$ cat src/design/dfd_pkg.sv
`timescale 1ns / 1ps
// ---------------------------------------------------------------------------
// dfd_pkg
// Shared types and constants for the delimited frame deframer: the frame
// delimiter, status codes and the result record passed between modules.
// ---------------------------------------------------------------------------
package dfd_pkg;

  // Frame delimiter byte
  localparam logic [7:0] DELIM = 8'hc0;

  // Width of the reported byte count
  localparam int COUNT_W = 11;
  localparam int WORD_W  = 32;

  // Frame status codes
  localparam logic [1:0] ST_ACCEPT   = 2'd0;
  localparam logic [1:0] ST_MISMATCH = 2'd1;
  localparam logic [1:0] ST_OVERFLOW = 2'd2;

  // One finished frame
  typedef struct packed {
    logic [1:0]         status;
    logic [COUNT_W-1:0] count;
    logic [WORD_W-1:0]  cmd;
    logic [WORD_W-1:0]  arg;
    logic [WORD_W-1:0]  trailer;
  } dfd_result_t;

endpackage

$ cat src/design/delimited_frame_deframer.sv
`timescale 1ns / 1ps
// ---------------------------------------------------------------------------
// delimited_frame_deframer
// Pulls 0xC0-delimited frames out of a byte stream and reports the byte
// count, header words and a status for each frame.
// ---------------------------------------------------------------------------
// Takes one byte per cycle unless stalled; a frame's result appears on the
// output the cycle after its closing delimiter is taken if no older result
// waits. Results wait in a two-entry buffer; the input stalls only while
// both entries hold results not yet taken downstream. The byte count
// saturates at MAX_FRAME (bytes beyond it are dropped and the frame is
// reported as overflow) and is reported modulo 2048. Header words that the
// frame is too short to carry read as zero.
module delimited_frame_deframer #(
  parameter int MAX_FRAME = 1024
) (
  input  logic        clk,
  input  logic        rst,
  input  logic        in_valid,
  output logic        in_stall,
  input  logic [7:0]  rx_byte,
  output logic        out_valid,
  input  logic        out_stall,
  output logic [1:0]  frame_status,
  output logic [10:0] frame_count,
  output logic [31:0] command_word,
  output logic [31:0] argument_length,
  output logic [31:0] trailer_word
);
  import dfd_pkg::*;

  logic        byte_take;
  logic        res_valid;
  logic        buf_full;
  dfd_result_t res;
  dfd_result_t out_res;

  assign in_stall  = buf_full;
  assign byte_take = in_valid && !buf_full;

  // Parse the byte stream
  dfd_parser #(
    .MAX_FRAME(MAX_FRAME)
  ) u_parser (
    .clk       (clk),
    .rst       (rst),
    .byte_take (byte_take),
    .rx_byte   (rx_byte),
    .res_valid (res_valid),
    .res       (res)
  );

  // Hold results for the output channel
  dfd_out_buf u_out_buf (
    .clk      (clk),
    .rst      (rst),
    .wr_en    (res_valid),
    .wr_data  (res),
    .full     (buf_full),
    .rd_valid (out_valid),
    .rd_stall (out_stall),
    .rd_data  (out_res)
  );

  assign frame_status    = out_res.status;
  assign frame_count     = out_res.count;
  assign command_word    = out_res.cmd;
  assign argument_length = out_res.arg;
  assign trailer_word    = out_res.trailer;

endmodule

$ cat src/design/dfd_parser.sv
`timescale 1ns / 1ps
// ---------------------------------------------------------------------------
// dfd_parser
// Byte-wise frame parser: hunts for the opening delimiter, skips repeated
// delimiters, collects frame bytes into the header words and flags a
// finished frame on the closing delimiter in the same cycle.
// ---------------------------------------------------------------------------
module dfd_parser #(
  parameter int MAX_FRAME = 1024
) (
  input  logic                 clk,
  input  logic                 rst,
  input  logic                 byte_take,
  input  logic [7:0]           rx_byte,
  output logic                 res_valid,
  output dfd_pkg::dfd_result_t res
);
  import dfd_pkg::*;

  localparam int CNT_W = $clog2(MAX_FRAME + 1);
  localparam int IDX_W = (CNT_W > COUNT_W) ? CNT_W : COUNT_W;
  localparam int OFS_W = WORD_W + 1;

  typedef enum logic [1:0] {
    MODE_HUNT    = 2'd0,
    MODE_SKIP    = 2'd1,
    MODE_COLLECT = 2'd2
  } mode_t;

  mode_t              mode;
  logic [IDX_W-1:0]   byte_index;
  logic [WORD_W-1:0]  declared_length;
  logic [WORD_W-1:0]  command_value;
  logic [WORD_W-1:0]  arg_length_value;
  logic [WORD_W-1:0]  trailer_value;
  logic               overflow_flag;

  logic               is_delim;
  logic               full;
  logic [IDX_W-1:0]   body_pos;
  logic [OFS_W-1:0]   trailer_ofs;
  logic               trailer_hit;

  assign is_delim = (rx_byte == DELIM);
  assign full     = (byte_index >= IDX_W'(MAX_FRAME));

  // Locate the byte within the trailer word, 12 + arglen bytes in
  assign body_pos    = byte_index - IDX_W'(12);
  assign trailer_ofs = OFS_W'(body_pos) - {1'b0, arg_length_value};
  assign trailer_hit = !trailer_ofs[OFS_W-1] && (trailer_ofs[OFS_W-2:2] == '0);

  // Flag the closing delimiter and build the result
  always_comb begin
    res_valid   = byte_take && (mode == MODE_COLLECT) && is_delim;
    res.count   = byte_index[COUNT_W-1:0];
    res.cmd     = command_value;
    res.arg     = arg_length_value;
    res.trailer = trailer_value;
    priority if (overflow_flag) begin
      res.status = ST_OVERFLOW;
    end else if (WORD_W'(byte_index) != declared_length) begin
      res.status = ST_MISMATCH;
    end else begin
      res.status = ST_ACCEPT;
    end
  end

  // Advance the parse state on every accepted byte
  always_ff @(posedge clk) begin
    if (rst) begin
      mode             <= MODE_HUNT;
      byte_index       <= '0;
      overflow_flag    <= 1'b0;
      declared_length  <= '0;
      command_value    <= '0;
      arg_length_value <= '0;
      trailer_value    <= '0;
    end else if (byte_take) begin
      unique case (mode)
        MODE_SKIP: begin
          if (!is_delim) begin
            // open a frame with this byte as frame byte 0
            mode             <= MODE_COLLECT;
            byte_index       <= IDX_W'(1);
            overflow_flag    <= 1'b0;
            declared_length  <= {{(WORD_W-8){1'b0}}, rx_byte};
            command_value    <= '0;
            arg_length_value <= '0;
            trailer_value    <= '0;
          end
        end
        MODE_COLLECT: begin
          if (is_delim) begin
            mode <= MODE_HUNT;
          end else if (full) begin
            // drop the byte, keep the count saturated
            overflow_flag <= 1'b1;
          end else begin
            byte_index <= byte_index + IDX_W'(1);
            priority if (byte_index < IDX_W'(4)) begin
              declared_length[byte_index[1:0]*8 +: 8] <= rx_byte;
            end else if (byte_index < IDX_W'(8)) begin
              command_value[byte_index[1:0]*8 +: 8] <= rx_byte;
            end else if (byte_index < IDX_W'(12)) begin
              arg_length_value[byte_index[1:0]*8 +: 8] <= rx_byte;
            end else begin
              if (trailer_hit) begin
                trailer_value[trailer_ofs[1:0]*8 +: 8] <= rx_byte;
              end
            end
          end
        end
        default: begin
          mode <= is_delim ? MODE_SKIP : MODE_HUNT;
        end
      endcase
    end
  end

endmodule

$ cat src/design/dfd_out_buf.sv
`timescale 1ns / 1ps
// ---------------------------------------------------------------------------
// dfd_out_buf
// Two-entry result buffer. Holds finished frames so the parser keeps taking
// bytes while the downstream side stalls on a result.
// ---------------------------------------------------------------------------
module dfd_out_buf (
  input  logic                 clk,
  input  logic                 rst,
  input  logic                 wr_en,
  input  dfd_pkg::dfd_result_t wr_data,
  output logic                 full,
  output logic                 rd_valid,
  input  logic                 rd_stall,
  output dfd_pkg::dfd_result_t rd_data
);
  import dfd_pkg::*;

  dfd_result_t slot0;
  dfd_result_t slot1;
  logic        wr_ptr;
  logic        rd_ptr;
  logic [1:0]  fill;
  logic        rd_en;

  assign rd_en    = rd_valid && !rd_stall;
  assign rd_valid = (fill != 2'd0);
  assign full     = (fill == 2'd2);
  assign rd_data  = rd_ptr ? slot1 : slot0;

  // Store results
  always_ff @(posedge clk) begin
    if (wr_en) begin
      if (wr_ptr) begin
        slot1 <= wr_data;
      end else begin
        slot0 <= wr_data;
      end
    end
  end

  // Track pointers and occupancy
  always_ff @(posedge clk) begin
    if (rst) begin
      wr_ptr <= 1'b0;
      rd_ptr <= 1'b0;
      fill   <= 2'd0;
    end else begin
      if (wr_en) begin
        wr_ptr <= !wr_ptr;
      end
      if (rd_en) begin
        rd_ptr <= !rd_ptr;
      end
      unique case ({wr_en, rd_en})
        2'b10:   fill <= fill + 2'd1;
        2'b01:   fill <= fill - 2'd1;
        default: fill <= fill;
      endcase
    end
  end

endmodule

$ cat config.mk
export PLATFORM = sky130hd
export DESIGN_NAME = delimited_frame_deframer
export DESIGN_NICKNAME = d
export VERILOG_FILES = /design/src/design/dfd_pkg.sv /design/src/design/delimited_frame_deframer.sv /design/src/design/dfd_parser.sv /design/src/design/dfd_out_buf.sv
export SDC_FILE = /design/constraint.sdc
export NUM_CORES = 1
export LEC_CHECK = 0
export ABC_CLOCK_PERIOD_IN_PS = 14500
export BUFFER_PORTS_ARGS = -buffer_cell sky130_fd_sc_hd__buf_4
export CAP_MARGIN = 40
export CORE_MARGIN = 2
export CORE_UTILIZATION = 25
export CTS_BUF_LIST = sky130_fd_sc_hd__clkbuf_8
export CTS_CLUSTER_DIAMETER = 60
export CTS_CLUSTER_SIZE = 20
export DETAILED_ROUTE_END_ITERATION = 6
export GPL_TIMING_DRIVEN = 1
export PLACE_DENSITY = 0.51
export SYNTH_ARGS = -nofsm -noshare
export SYNTH_HDL_FRONTEND = slang
export SYNTH_SLANG_ARGS = --single-unit
$ cat constraint.sdc
create_clock -name clk -period 14.5 [get_ports clk]
set_input_delay 0.725 -clock clk [delete_from_list [all_inputs] [get_ports clk]]
set_output_delay 0.725 -clock clk [all_outputs]
set_load 0.05 [all_outputs]
# Word-level counts from Yosys, hierarchy flattened
# Cells that the tools add are included.
# totals
reg_bits	364
ram_bits	0
n_memories	0
latch_bits	0
out_inout_bits	111
romBits	0
inputBits	12
elab_cells	122
# classes
n_div	0
mul	0
n_lt_le_gt_ge	4
reduce_logical	23
mux	44
bitwise_logic	1
shifts	4
eq_ne	19
n_addsub	7
# ops
cell	count
32-bit 2-to-1 mux	20
32-bit case mux with 2 select lines	4
32-bit bitwise mux	4
109-bit 2-to-1 mux	1
5-bit negator with 34-bit output	2
8-bit by 34-bit variable shift with 32-bit output (first input constant)	2
8-bit by 34-bit indexed part select with 32-bit output	2
11-bit 2-to-1 mux	3
11-bit by 32-bit subtractor with 33-bit output	1
11-bit by 32-bit != test with 1-bit output	1
30-bit logical NOT	1
11-bit by 4-bit < comparator with 1-bit output (second input constant)	2
11-bit case mux with 2 select lines	1
2-bit != test (second input constant)	9
11-bit by 1-bit adder with 11-bit output (second input constant)	1
11-bit greater-or-equal comparator (second input constant)	1
11-bit by 3-bit < comparator with 1-bit output (second input constant)	1
11-bit by 4-bit subtractor with 11-bit output (second input constant)	1
5-bit AND reduction	2
9-bit AND reduction	1
8-bit == test (second input constant)	1
2-bit case mux with 2 select lines	2
8-bit AND reduction	1
7-bit AND reduction	1
other kinds (15)	37

# Longest topological paths before layout
# Gate-level depths: netlist (run 1).
# depth
word_depth	12
ltp_mapped	16
ltp_nobuf	13

# Hierarchy
# Synthesis (run 1) repeated with hierarchy kept, for this count alone.
# unflattened
hier_cells	1132
area_unflattened_um2	14963.1
# by_module_without_submodules
module	cells_per_inst	seq_area_each_um2	n_inst	area_per_inst_um2
dfd_out_buf	362	6626.4	1	8049.0
dfd_parser	769	2842.7	1	6900.4
delimited_frame_deframer	1	0.0	1	13.8

# Least setup slack after synthesis (run 1)
# OpenSTA, ideal clock, no wires.
# synth_path
path_type	input -> register
startpoint	input port rx_byte[4]
endpoint	register u_out_buf.slot0[0] (netlist bit) (enable)
t_required_ps	13921
cell_stages	5
setup_ps	579
path_slack_ps	7695
n_path_buf	1
t_arrival_ps	6226
path_cell_list	nor4bb_1 > and2_1 > clkbuf_1 > nand3_1 > nor2_1
# synth_via
elab_chain_cells	3
# synth_rtl
element	line	text
start: declaration	delimited_frame_deframer.sv:21	input logic [7:0] rx_byte,
8-bit == test	dfd_parser.sv:44	assign is_delim = (rx_byte == DELIM);
1-bit logical AND	dfd_parser.sv:54	res_valid = byte_take && (mode == MODE_COLLECT) && is_delim;
2-bit AND reduction (no source line)	n/a	
end signal: assignment	dfd_out_buf.sv:37	slot0 <= wr_data;
end: declaration	dfd_out_buf.sv:19	dfd_result_t slot0;
# No other way between the ends.
# A chain may end at the register's enable or synchronous reset.

# Final worst setup path (run 1)
# layout_path
startpoint	register u_parser.byte_index[4]
endpoint	register u_parser.trailer_value[1]
# layout_via
elab_chain_cells	6
word_cells_on_any_way	15
classes_between	add/sub (2); order compare (4); eq/ne (5); reduce/logical (4)
# layout_rtl
element	line	text
start: declaration	dfd_parser.sv:31	logic [IDX_W-1:0] byte_index;
start signal: assignment	dfd_parser.sv:99	byte_index <= byte_index + IDX_W'(1);
11-bit by 4-bit subtractor with 11-bit output	dfd_parser.sv:48	assign body_pos = byte_index - IDX_W'(12);
11-bit by 32-bit subtractor with 33-bit output	dfd_parser.sv:49	assign trailer_ofs = OFS_W'(body_pos) - {1'b0, arg_length_value};
30-bit logical NOT or 1-bit logical NOT (tied branches)	dfd_parser.sv:50	assign trailer_hit = !trailer_ofs[OFS_W-1] && (trailer_ofs[OFS_W-2:2] == '0);
1-bit logical AND	dfd_parser.sv:50	
2-bit by 1-bit != test with 1-bit output (no source line)	n/a	
9-bit AND reduction (no source line) (*)	n/a	
end signal: indexed assignment	dfd_parser.sv:108	trailer_value[trailer_ofs[1:0]*8 +: 8] <= rx_byte;
end: declaration	dfd_parser.sv:35	logic [WORD_W-1:0] trailer_value;
# Every way passes the cells marked *; elsewhere a longest branch is shown, timed or not.

==> results.toml, run 1 <==
[place]
dpl.hpwl_mm = 26.1
routabilityCongestion = 0.835
dp.cells = 2004
dpl_cell_area_sq_mm = 0.0168
port-buffer-count = 122
pre_cts_slack_ns = 10.14

[floorplanning]
die_y_microns = 249
fp.coreArea_sq_mm = 0.0591
initial_core_util_pct = 25.4
ios = 123
die_x_microns = 249
rows = 89
dieArea_sq_mm = 0.0620

[pwr]
power_density_mw_per_mm2 = 95.9
finalPower_mw = 1.67
p_leak_nw = 6.63
peakVddDrop_mv = 0.0624

[yosys]
synth_top_area_share_pct = 43.6
syn-num-nets = 1196
ys_types = 64
synth-edff-count = 218
async_flop_share_pct = 0
syn_avg_cell_area_sq_um = 12.9
synth_area_leader_cell = "edfxtp_1"
synthCells = 1159
synth.top_cells.by_area = "edfxtp_1, dfxtp_1, mux2_2, mux2i_1, nor2_1"
synthFlopType = "edfxtp_1"
yosysSeqAreaShare_pct = 63.1
syn_area_sq_mm = 0.0150
ys.warnings.count = 0
ys_seq_elements = 364

[setup_path]
start_kind = "flip-flop"
worstPathCellList = "or4_4 -> or3_1 -> nor2_1 -> xor2_1 -> ha_1 -> and4_1 -> a32o_1 -> or3_1 -> o22a_1 -> a32oi_1 -> and4_1 -> and4_1 -> a32o_1"
crit_family = "simple AND/OR/NAND/NOR gates"
cp_slowest_cell = "or4_4"
crit_required_ns = 15.06
r2r_end = "u_parser.trailer_value[1]"
cpMostUsedCell = "and4_1"
reg2reg_from = "u_parser.byte_index[4]"
slowest_delay_ns = 0.60
worstRegToRegCells = 13
critPathMaxFanout = 13
crit_arrival_ns = 4.97
rrSetupSlack_ns = 10.10
worst-setup-path-type = "flip-flop to flip-flop"
cp-end-kind = "flip-flop"
path_buf_inv = 0

[grt]
first_global_vias = 9131
grtUsageTotal_pct = 11.8
met2_usage_pct = 19.8
grt.met3_usage_pct = 2.42
grt_max_degree = 53
overflow = 0
antenna_found_initial = 1
grt.met1_usage_pct = 15.4
grt_pass1_wl_mm = 56.8
top_usage_layer = "met2"

[clock_network]
cts_setup_buffers = 0
cts.clk_slew.worst_paths_ns = 0.12
ctsHoldBuffers = 0
cts_buffers = 25
cts-root-buf = "clkbuf_8"
clkSinkCount = 364
htreeDepth = 1
cts_tree = "built"
cts_resized = 0
cts.path.max_buffers = 3
clk_latency_ns = 0.62

[detailed_routing]
ant_nets = 0
vias_per_cell = 4.46
wl_per_cell_microns = 18.3
vias = 9146
drc = 0
drt-total-wl_mm = 37.5
drt_first_iter_violations = 676
drtPass1Iterations = 5

[timing]
fin_crit_sh_pct = 30.4
slew_viol_final = 0
period_minus_slack_ns = 4.40
tightest_slew_ns = 0.879
relSlewSlack_pct = 41.1
fmax_mhz = 227
fin_skew_ns = 0.0235
finalSetupTns_ns = 0
rsz0062_at_grt = "no"
finalWorstSetupSlack_ns = 10.10
holdWs_ns = 0.459
setup_violations = 0
hold_violations = 0

[final_layout]
fin_nets = 1295
n_fill_cell = 5958
seq_area_sq_mm = 0.00947
area_growth_pct = 15.7
fin_area_sq_mm = 0.0174
fin_cells = 2051
drive_gt1_share_pct = 25.1
fin_util_pct = 29.4
multi_input_area_sq_mm = 0.00516

[job]
cap_violations = 0

[min_path]
hold_start = "rst"
hp-class = "input pin to flip-flop"
holdPathEnd = "u_parser.arg_length_value[2]"
whs_path_depth = 2

[run_status]
outcome = "finished clean"
-- power by group --
| group | switching [mW] | internal (mW) | total (mW) |
|---|---|---|---|
| clock | 0.339 | 0.223 | 0.563 |
| combinational | 0.0167 | 0.00395 | 0.0206 |
| sequential | 0.0000344 | 1.08 | 1.08 |
-- kinds of logic (layout without fill, tap and decap cells) --
group	Yosys count	in the layout	synth area share, %
xor gates and xnor gates	34	34	1.98
muxes	183	183	13.3
and+or+nand+nor	336	336	10.8
DFF	364	364	63.1
AOI/OAI and AO/OA	120	120	6.00
buffers and inverters	97	215	2.69
other	0	1	0
adders and majority gates	25	25	2.13
-- cell usage in the layout (no fill, tap or decap), types with 3 or more instances in the layout --
cell type  Yosys  layout
o22ai_4        3       3
and2_1        20      20
o21ai_0        8       8
buf_12         0       4
a21oi_1       35      35
mux2_1         3       3
inv_1         28      34
nand2b_1       5       5
xor2_1        14      14
and3_1         3       3
buf_4          4     136
nor2_1       136     134
nor4_1        14      13
a31oi_1        5       5
xnor2_1       20      20
and4_1         3       3
nand2_1       60      60
nand3_1       33      33
clkbuf_8       0      28
or3_1          6       6
nand4_1        6       6
inv_4          0       3
mux2_2       122     122
ha_1          24      24
nor3_1        11      11
nor2b_1       23      23
a32oi_1       17      17
a32o_1         9       9
a21o_1         6       6
dfxtp_1      146     145
mux2i_1       58      58
edfxtp_1     218     218
a22oi_1       18      18
-- flip-flops by register name, indices dropped and copies added, names as in the netlist --
register / count
u_out_buf.slot0: 109
u_out_buf.slot1: 109
u_parser.arg_length_value: 32
u_parser.command_value: 32
u_parser.declared_length: 32
u_parser.trailer_value: 32
u_parser.byte_index: 11
u_out_buf.fill: 2
u_parser.mode: 2
u_out_buf.rd_ptr: 1
u_out_buf.wr_ptr: 1
u_parser.overflow_flag: 1
-- worst max-delay path by stage --
stage / to / slack, ns / startpoint / cells past startpoint
2_1_floorplan: u_out_buf.slot0[0] / 7.70 / rx_byte[4] / 5
3_3_place_gp: u_parser.trailer_value[21] / 10.15 / u_parser.byte_index[4] / 13
3_5_place_dp: u_parser.trailer_value[20] / 10.14 / u_parser.byte_index[4] / 13
4_1_cts: u_parser.trailer_value[20] / 10.13 / u_parser.byte_index[4] / 13
5_1_grt: u_parser.trailer_value[3] / 9.93 / u_parser.byte_index[4] / 13
6_report: u_parser.trailer_value[1] / 10.10 / u_parser.byte_index[4] / 13
-- per-layer routing --
layer,share of wire [%],wire length (microns)
met2,48,18000
met1,45,17000
met5,0,0
met3,4.8,1810
met4,1.8,679
-- layout make-up --
| cell class | instances | share of cell area (%) |
|---|---|---|
| sequential | 364 | 54.6 |
| multi-input combinational | 698 | 29.7 |
| timing repair buffer | 140 | 6.34 |
| tap | 773 | 5.57 |
| clock buffer | 28 | 2.22 |
| clock inverter | 18 | 0.951 |
| inverter | 29 | 0.627 |
| antenna | 1 | 0.0144 |
-- cell usage after synthesis, types with 3 or more instances --
cell type	count
edfxtp_1	218
dfxtp_1	146
nor2_1	136
mux2_2	122
nand2_1	60
mux2i_1	58
clkbuf_1	51
a21oi_1	35
nand3_1	33
inv_1	28
ha_1	24
nor2b_1	23
and2_1	20
xnor2_1	20
a22oi_1	18
a32oi_1	17
nor4_1	14
xor2_1	14
nor3_1	11
a32o_1	9
o21ai_0	8
a21o_1	6
buf_2	6
nand4_1	6
or3_1	6
a31oi_1	5
nand2b_1	5
buf_1	4
buf_4	4
and3_1	3
and4_1	3
mux2_1	3
nor4b_1	3
o22ai_4	3
Note: power is estimated with default switching activity, not from simulation.
==> run 2, diff against run 1 <==
--- a/config.mk
+++ b/config.mk
@@ -5,7 +5,8 @@
 export SDC_FILE = /design/constraint.sdc
 export NUM_CORES = 1
 export LEC_CHECK = 0
-export ABC_CLOCK_PERIOD_IN_PS = 14500
+export ABC_AREA = 1
+export ABC_CLOCK_PERIOD_IN_PS = 4500
 export BUFFER_PORTS_ARGS = -buffer_cell sky130_fd_sc_hd__buf_4
 export CAP_MARGIN = 40
 export CORE_MARGIN = 2
==> constraint.sdc (replaced) <==
create_clock -name clk -period 4.5 [get_ports clk]
set_input_delay 0.225 -clock clk [delete_from_list [all_inputs] [get_ports clk]]
set_output_delay 0.225 -clock clk [all_outputs]
set_load 0.05 [all_outputs]
==> run 2 against run 1 <==
Net effect:
- the run now ends with design-rule violations left
- worst setup slack lost 9.5 ns
- synthesized cell count grew 49%
- non-clock buffer count grew 4
- clock skew grew 0.021 ns
- sequential share of layout area shrank 2.6 points
- via count grew 30%
- area after synthesis grew 3.6%
- combinational power grew to 16 times the previous value
- final cell count grew 32%
- critical path type unchanged
==> results.toml, run 2 <==
[detailed_routing]
ant_nets = 0
drt_first_iter_violations = 752
vias = 11900
drc = 2
vias_per_cell = 4.38
wl_per_cell_microns = 16.2
drtPass1Iterations = 7
drt-total-wl_mm = 43.9

[pwr]
p_switching_mw = 1.58
finalPower_mw = 6.10
peakVddDrop_mv = 0.173
p_int_mw = 4.52
pwr-share-comb_pct = 5.3
power_density_mw_per_mm2 = 335
p_leak_nw = 6.95
power.share.switching_pct = 26.0
p_clk_share_pct = 36.3
seq_power_share_pct = 58.4

[timing]
holdWs_ns = 0.0552
rsz0062_at_grt = "no"
fin_skew_ns = 0.0440
slew_viol_final = 0
hold_violations = 0
tightest_slew_ns = 0.923
fin_crit_sh_pct = 87.8
finalWorstSetupSlack_ns = 0.548
period_minus_slack_ns = 3.95
relSlewSlack_pct = 38.0
setup_violations = 0
fmax_mhz = 253

[yosys]
syn_avg_cell_area_sq_um = 8.98
ys_types = 39
synthFlopType = "edfxtp_1"
syn-num-nets = 1768
ys.warnings.count = 0
synth_top_area_share_pct = 42.1
synth-edff-count = 218
syn_area_sq_mm = 0.0155
yosysSeqAreaShare_pct = 60.9
ys_seq_elements = 364
synth.top_cells.by_count = "nand2_1, edfxtp_1, nor2_1"
synthCells = 1731
synth.top_cells.by_area = "edfxtp_1, dfxtp_1, nand2_1, a21oi_1, nor2_1"
synth_most_common_cell = "nand2_1"
async_flop_share_pct = 0
synth_area_leader_cell = "edfxtp_1"

[floorplanning]
initial_core_util_pct = 25.2
fp.coreArea_sq_mm = 0.0616
dieArea_sq_mm = 0.0642
ios = 123
die_x_microns = 253
rows = 91
die_y_microns = 253

[clock_network]
cts_resized = 0
cts.path.max_buffers = 3
htreeDepth = 2
cts.clk_slew.worst_paths_ns = 0.12
clkSinkCount = 364
clk_latency_ns = 0.63
cts-root-buf = "clkbuf_8"
cts_buffers = 34
cts_setup_buffers = 0
ctsHoldBuffers = 6
cts_tree = "built"

[grt]
grt_max_degree = 77
first_global_vias = 11300
overflow = 0
antenna_found_initial = 0
grt_pass1_wl_mm = 66.7
grtUsageTotal_pct = 13.5

[final_layout]
area_growth_pct = 17.2
mostFrequentLayoutCell = "nand2_1"
diodes = 0
fin_nets = 1884
reg_top3 = "u_out_buf.slot0: 109 flops, u_out_buf.slot1: 109 flops"
fin_cells = 2710
layout_common_cells = "nand2_1, edfxtp_1, nor2_1"
drive_gt1_share_pct = 12.7
fin_area_sq_mm = 0.0182

[setup_path]
slowest_delay_ns = 0.41
start_kind = "flip-flop"
cpMostUsedCell = "nor2_1"
reg2reg_from = "u_parser.byte_index[3]"
cp_slowest_cell = "dfxtp_1"
crit_arrival_ns = 4.48
crit_family = "simple AND/OR/NAND/NOR gates"
path_buf_inv = 0
worst-setup-path-type = "flip-flop to flip-flop"
cp-startpoint = "u_parser.byte_index[3]"
crit_required_ns = 5.03
critPathMaxFanout = 20
worstPathCellList = "ha_1 -> nor2_1 -> nand4_1 -> xor2_1 -> ha_1 -> nand2_1 -> nor2_1 -> nand3_1 -> nand3_1 -> nand2_1 -> nand2_1 -> nor2_1 -> nor2_1 -> nand4_1 -> nand2_2 -> nand3_2 -> a21oi_1 -> nor2_1"
cp-end-kind = "flip-flop"

[run_status]
violations = "design-rule violations"
outcome = "finished, violations left"

[place]
dpl_cell_area_sq_mm = 0.0174
routabilityCongestion = 0.900
dpl.hpwl_mm = 31.3
port-buffer-count = 122
pre_cts_slack_ns = 0.638
dp.cells = 2642

[min_path]
hp-class = "input pin to flip-flop"
hold_start = "rx_byte[6]"

[job]
cap_violations = 0
[run 2: changes by cell type after synthesis, sizes merged, moves of 36 or more]
| cell | delta |
|---|---|
| o21ai | +39 |
| mux2 | -125 |
| a21oi | +78 |
| nand3 | +36 |
| inv | +127 |
| nand2 | +555 |
| mux2i | -58 |
[run 2: through the flow]
step	TNS, ns	util [%]
after global routing	0	29.6
after detailed placement	0	28.2
final	0	29.6
after floorplan	-8.88	-
after CTS	0	29.6
after global placement	0	28.2
[run 2: worst reg2reg max path: stages, from the launching register on]
cell and delay [ns]:
dfxtp_1 0.41, ha_1 0.24, nor2_1 0.17, nand4_1 0.19
xor2_1 0.20, ha_1 0.37, nand2_1 0.09, nor2_1 0.26
nand3_1 0.13, nand3_1 0.16, nand2_1 0.07, nand2_1 0.06
nor2_1 0.03, nor2_1 0.14, nand4_1 0.29, nand2_2 0.41
nand3_2 0.35, a21oi_1 0.26, nor2_1 0.06
[run 2: routing by layer]
metal / vias up / routed length [microns] / GRT usage [%]
met4: 0 / 1090 / 4.18
met5: - / 0 / 0
met3: 66 / 1860 / 2.10
li1: 5907 / - / -
met2: 257 / 21900 / 23.7
met1: 5644 / 19100 / 17.1
[run 2: layout make-up]
| type | instances | area [sq um] |
|---|---|---|
| Timing Repair Buffer | 144 | 1120 |
| Inverter | 157 | 591 |
| Clock buffer | 35 | 482 |
| Clock inverter | 27 | 277 |
| Fill cell | 6464 | 43400 |
| Sequential cell | 364 | 9470 |
| Multi-Input combinational cell | 1146 | 5230 |
| Tap cell | 837 | 1050 |
[run 2: final timing paths]
kind | end | slack (ns) | depth (start not counted)
worst max register to register | u_parser.trailer_value[10] | 0.55 | 18
worst min register to register | u_out_buf.slot1[89] | 0.46 | 0
worst max-delay path | u_parser.trailer_value[10] | 0.55 | 18
worst min-delay path | u_parser.declared_length[6] | 0.06 | 3
[run 2: cells by family (layout without fill, tap and decap cells)]
| group | count (synthesis) | in the layout | share of synthesized area, % |
|---|---|---|---|
| AOI/OAI and AO/OA | 193 | 193 | 6.69 |
| xor gates and xnor gates | 13 | 13 | 0.732 |
| adders and majority gates | 25 | 25 | 2.06 |
| buffers and inverters | 221 | 363 | 5.59 |
| DFF | 364 | 364 | 60.9 |
| and+or+nand+nor | 915 | 915 | 24.0 |
[run 2: power by group through the flow]
stage	Clock (mW)	Sequential [mW]	Combinational (mW)
finish	2.22	3.56	0.321
global route	2.43	3.57	0.361
CTS	2.31	3.56	0.319
detailed placement	0	3.64	0.313
global placement	0	3.64	0.309
floorplan	0	3.63	0.227
==> run 3, diff against run 2 <==
--- a/config.mk
+++ b/config.mk
@@ -16,6 +16,7 @@
 export CTS_CLUSTER_SIZE = 20
 export DETAILED_ROUTE_END_ITERATION = 6
 export GPL_TIMING_DRIVEN = 1
+export MAX_ROUTING_LAYER = met4
 export PLACE_DENSITY = 0.51
 export SYNTH_ARGS = -nofsm -noshare
 export SYNTH_HDL_FRONTEND = slang
==> run 3 against run 2 <==
Net effect:
- the flow now finishes without violations
- routed wire length shrank 0.11%
- die area unchanged
- largest power group unchanged
- clock power up 12%
- cell area rose by 0.87%
- hold slack is essentially flat
- core utilization is 0.26 points higher
- global-route usage increased by 0.51 points
- sequential cell count stayed put
- sequential power hardly changed
- count of clock-buffer cells in the layout up 3
==> results.toml, run 3 (same netlist as run 2, synthesis figures left out) <==
[timing]
slew_viol_final = 0
fin_skew_ns = 0.0412
fin_crit_sh_pct = 87.3
finalSetupTns_ns = 0
period_minus_slack_ns = 3.93
setup_violations = 0
tightest_slew_ns = 0.911
relSlewSlack_pct = 38.8
rsz0062_at_grt = "no"
finalWorstSetupSlack_ns = 0.571
fmax_mhz = 255
hold_violations = 0

[clock_network]
cts_buffers = 36
cts-root-buf = "clkbuf_8"
cts.clk_slew.worst_paths_ns = 0.10
cts.path.max_buffers = 3
cts_resized = 0
cts_tree = "built"
htreeDepth = 2
clkSinkCount = 364
ctsHoldBuffers = 5
clk_latency_ns = 0.63
cts_setup_buffers = 0

[final_layout]
area_growth_pct = 18.2
mostFrequentLayoutCell = "nand2_1"
diodes = 0
fin_nets = 1886
fin_cells = 2714
layout_common_cells = "nand2_1, edfxtp_1, nor2_1"
fin_util_pct = 29.8
drive_gt1_share_pct = 13.2
reg_top3 = "u_out_buf.slot0: 109 flops, u_out_buf.slot1: 109 flops"
n_fill_cell = 6492

[grt]
grt_pass1_wl_mm = 67.0
grt_max_degree = 65
first_global_vias = 11400
antenna_found_initial = 0
overflow = 0
grtUsageTotal_pct = 14.0

[pwr]
power_density_mw_per_mm2 = 347
finalPower_mw = 6.38
p_leak_nw = 7.01
peakVddDrop_mv = 0.196

[min_path]
hp-class = "input pin to flip-flop"

[floorplanning]
ios = 123
die_x_microns = 253
fp.coreArea_sq_mm = 0.0616
dieArea_sq_mm = 0.0642
rows = 91
die_y_microns = 253
initial_core_util_pct = 25.2

[place]
dpl.hpwl_mm = 31.3
pre_cts_slack_ns = 0.640
dp.cells = 2643
routabilityCongestion = 0.899
port-buffer-count = 122

[setup_path]
crit_family = "simple AND/OR/NAND/NOR gates"
path_buf_inv = 1
cpMostUsedCell = "nor2_1"
crit_required_ns = 4.99
cp_slowest_cell = "dfxtp_1"
start_kind = "flip-flop"
critPathMaxFanout = 20
slowest_delay_ns = 0.42
worstPathCellList = "ha_1 -> nor2_1 -> nand4_1 -> nor3_1 -> xor2_1 -> ha_1 -> nand2_1 -> inv_2 -> a21oi_1 -> nand3_1 -> nand3_1 -> nand2_1 -> nor2_1 -> nand4_1 -> nand2_2 -> nand3_2 -> a21oi_1 -> nor2_1"
crit_arrival_ns = 4.42
worst-setup-path-type = "flip-flop to flip-flop"
cp-end-kind = "flip-flop"

[detailed_routing]
ant_nets = 0
wl_per_cell_microns = 16.2
drt-total-wl_mm = 43.9
vias_per_cell = 4.32
drc = 0
drt_first_iter_violations = 785
vias = 11700
drtPass1Iterations = 5

[run_status]
outcome = "finished clean"

[job]
cap_violations = 0
-- run 3: cell count changes in the layout (fill, tap and decap cells not counted), sizes merged --
cell,previous run,this run
buf,138,139
clkinv,10,13
clkbuf,35,38
dlygate4sd3,6,5
bufinv,1,4
clkinvlp,2,3
inv,171,165
-- run 3: cell type report --
class | count | area (sq um) | area share (%)
flip-flops and latches | 364 | 9470 | 51.5
multi-input cells | 1146 | 5230 | 28.5
repair buffers | 144 | 1130 | 6.14
well taps | 837 | 1050 | 5.70
inverters | 157 | 591 | 3.21
clock buffers | 38 | 523 | 2.85
clock inverters | 28 | 384 | 2.09
-- run 3: power by group --
group | internal, mW | leakage, nW | total (mW) | switching [mW]
combinational | 0.0938 | 3.46 | 0.319 | 0.226
sequential | 3.53 | 3.10 | 3.56 | 0.0289
clock | 1.13 | 0.447 | 2.49 | 1.37
total | 4.75 | 7.01 | 6.38 | 1.62
-- run 3: worst paths after layout --
check                        startpoint                    endpoint  slack (ns)  cells past startpoint
max              u_parser.byte_index[3]  u_parser.trailer_value[12]        0.57                     18
min                                 rst   u_parser.command_value[1]        0.06                      2
max reg2reg      u_parser.byte_index[3]  u_parser.trailer_value[12]        0.57                     18
min reg2reg  u_parser.command_value[22]         u_out_buf.slot0[86]        0.46                      0
-- run 3: metal layers --
| metal | share of wire, % | vias up | GRT usage [%] |
|---|---|---|---|
| met4 | 2.0 | 0 | 3.50 |
| met5 | 0 | - | - |
| li1 | - | 5931 | - |
| met2 | 50 | 258 | 24.0 |
| met3 | 5.2 | 67 | 2.83 |
| met1 | 43 | 5482 | 16.9 |
-- run 3: through the flow --
stage          hold slack [ns]  cell area [sq um]
2_1_floorplan            0.418              15600
3_3_place_gp             0.435              17400
3_5_place_dp             0.441              17400
4_1_cts               0.000606              18400
5_1_grt                 0.0241              18400
6_report                0.0555              18400
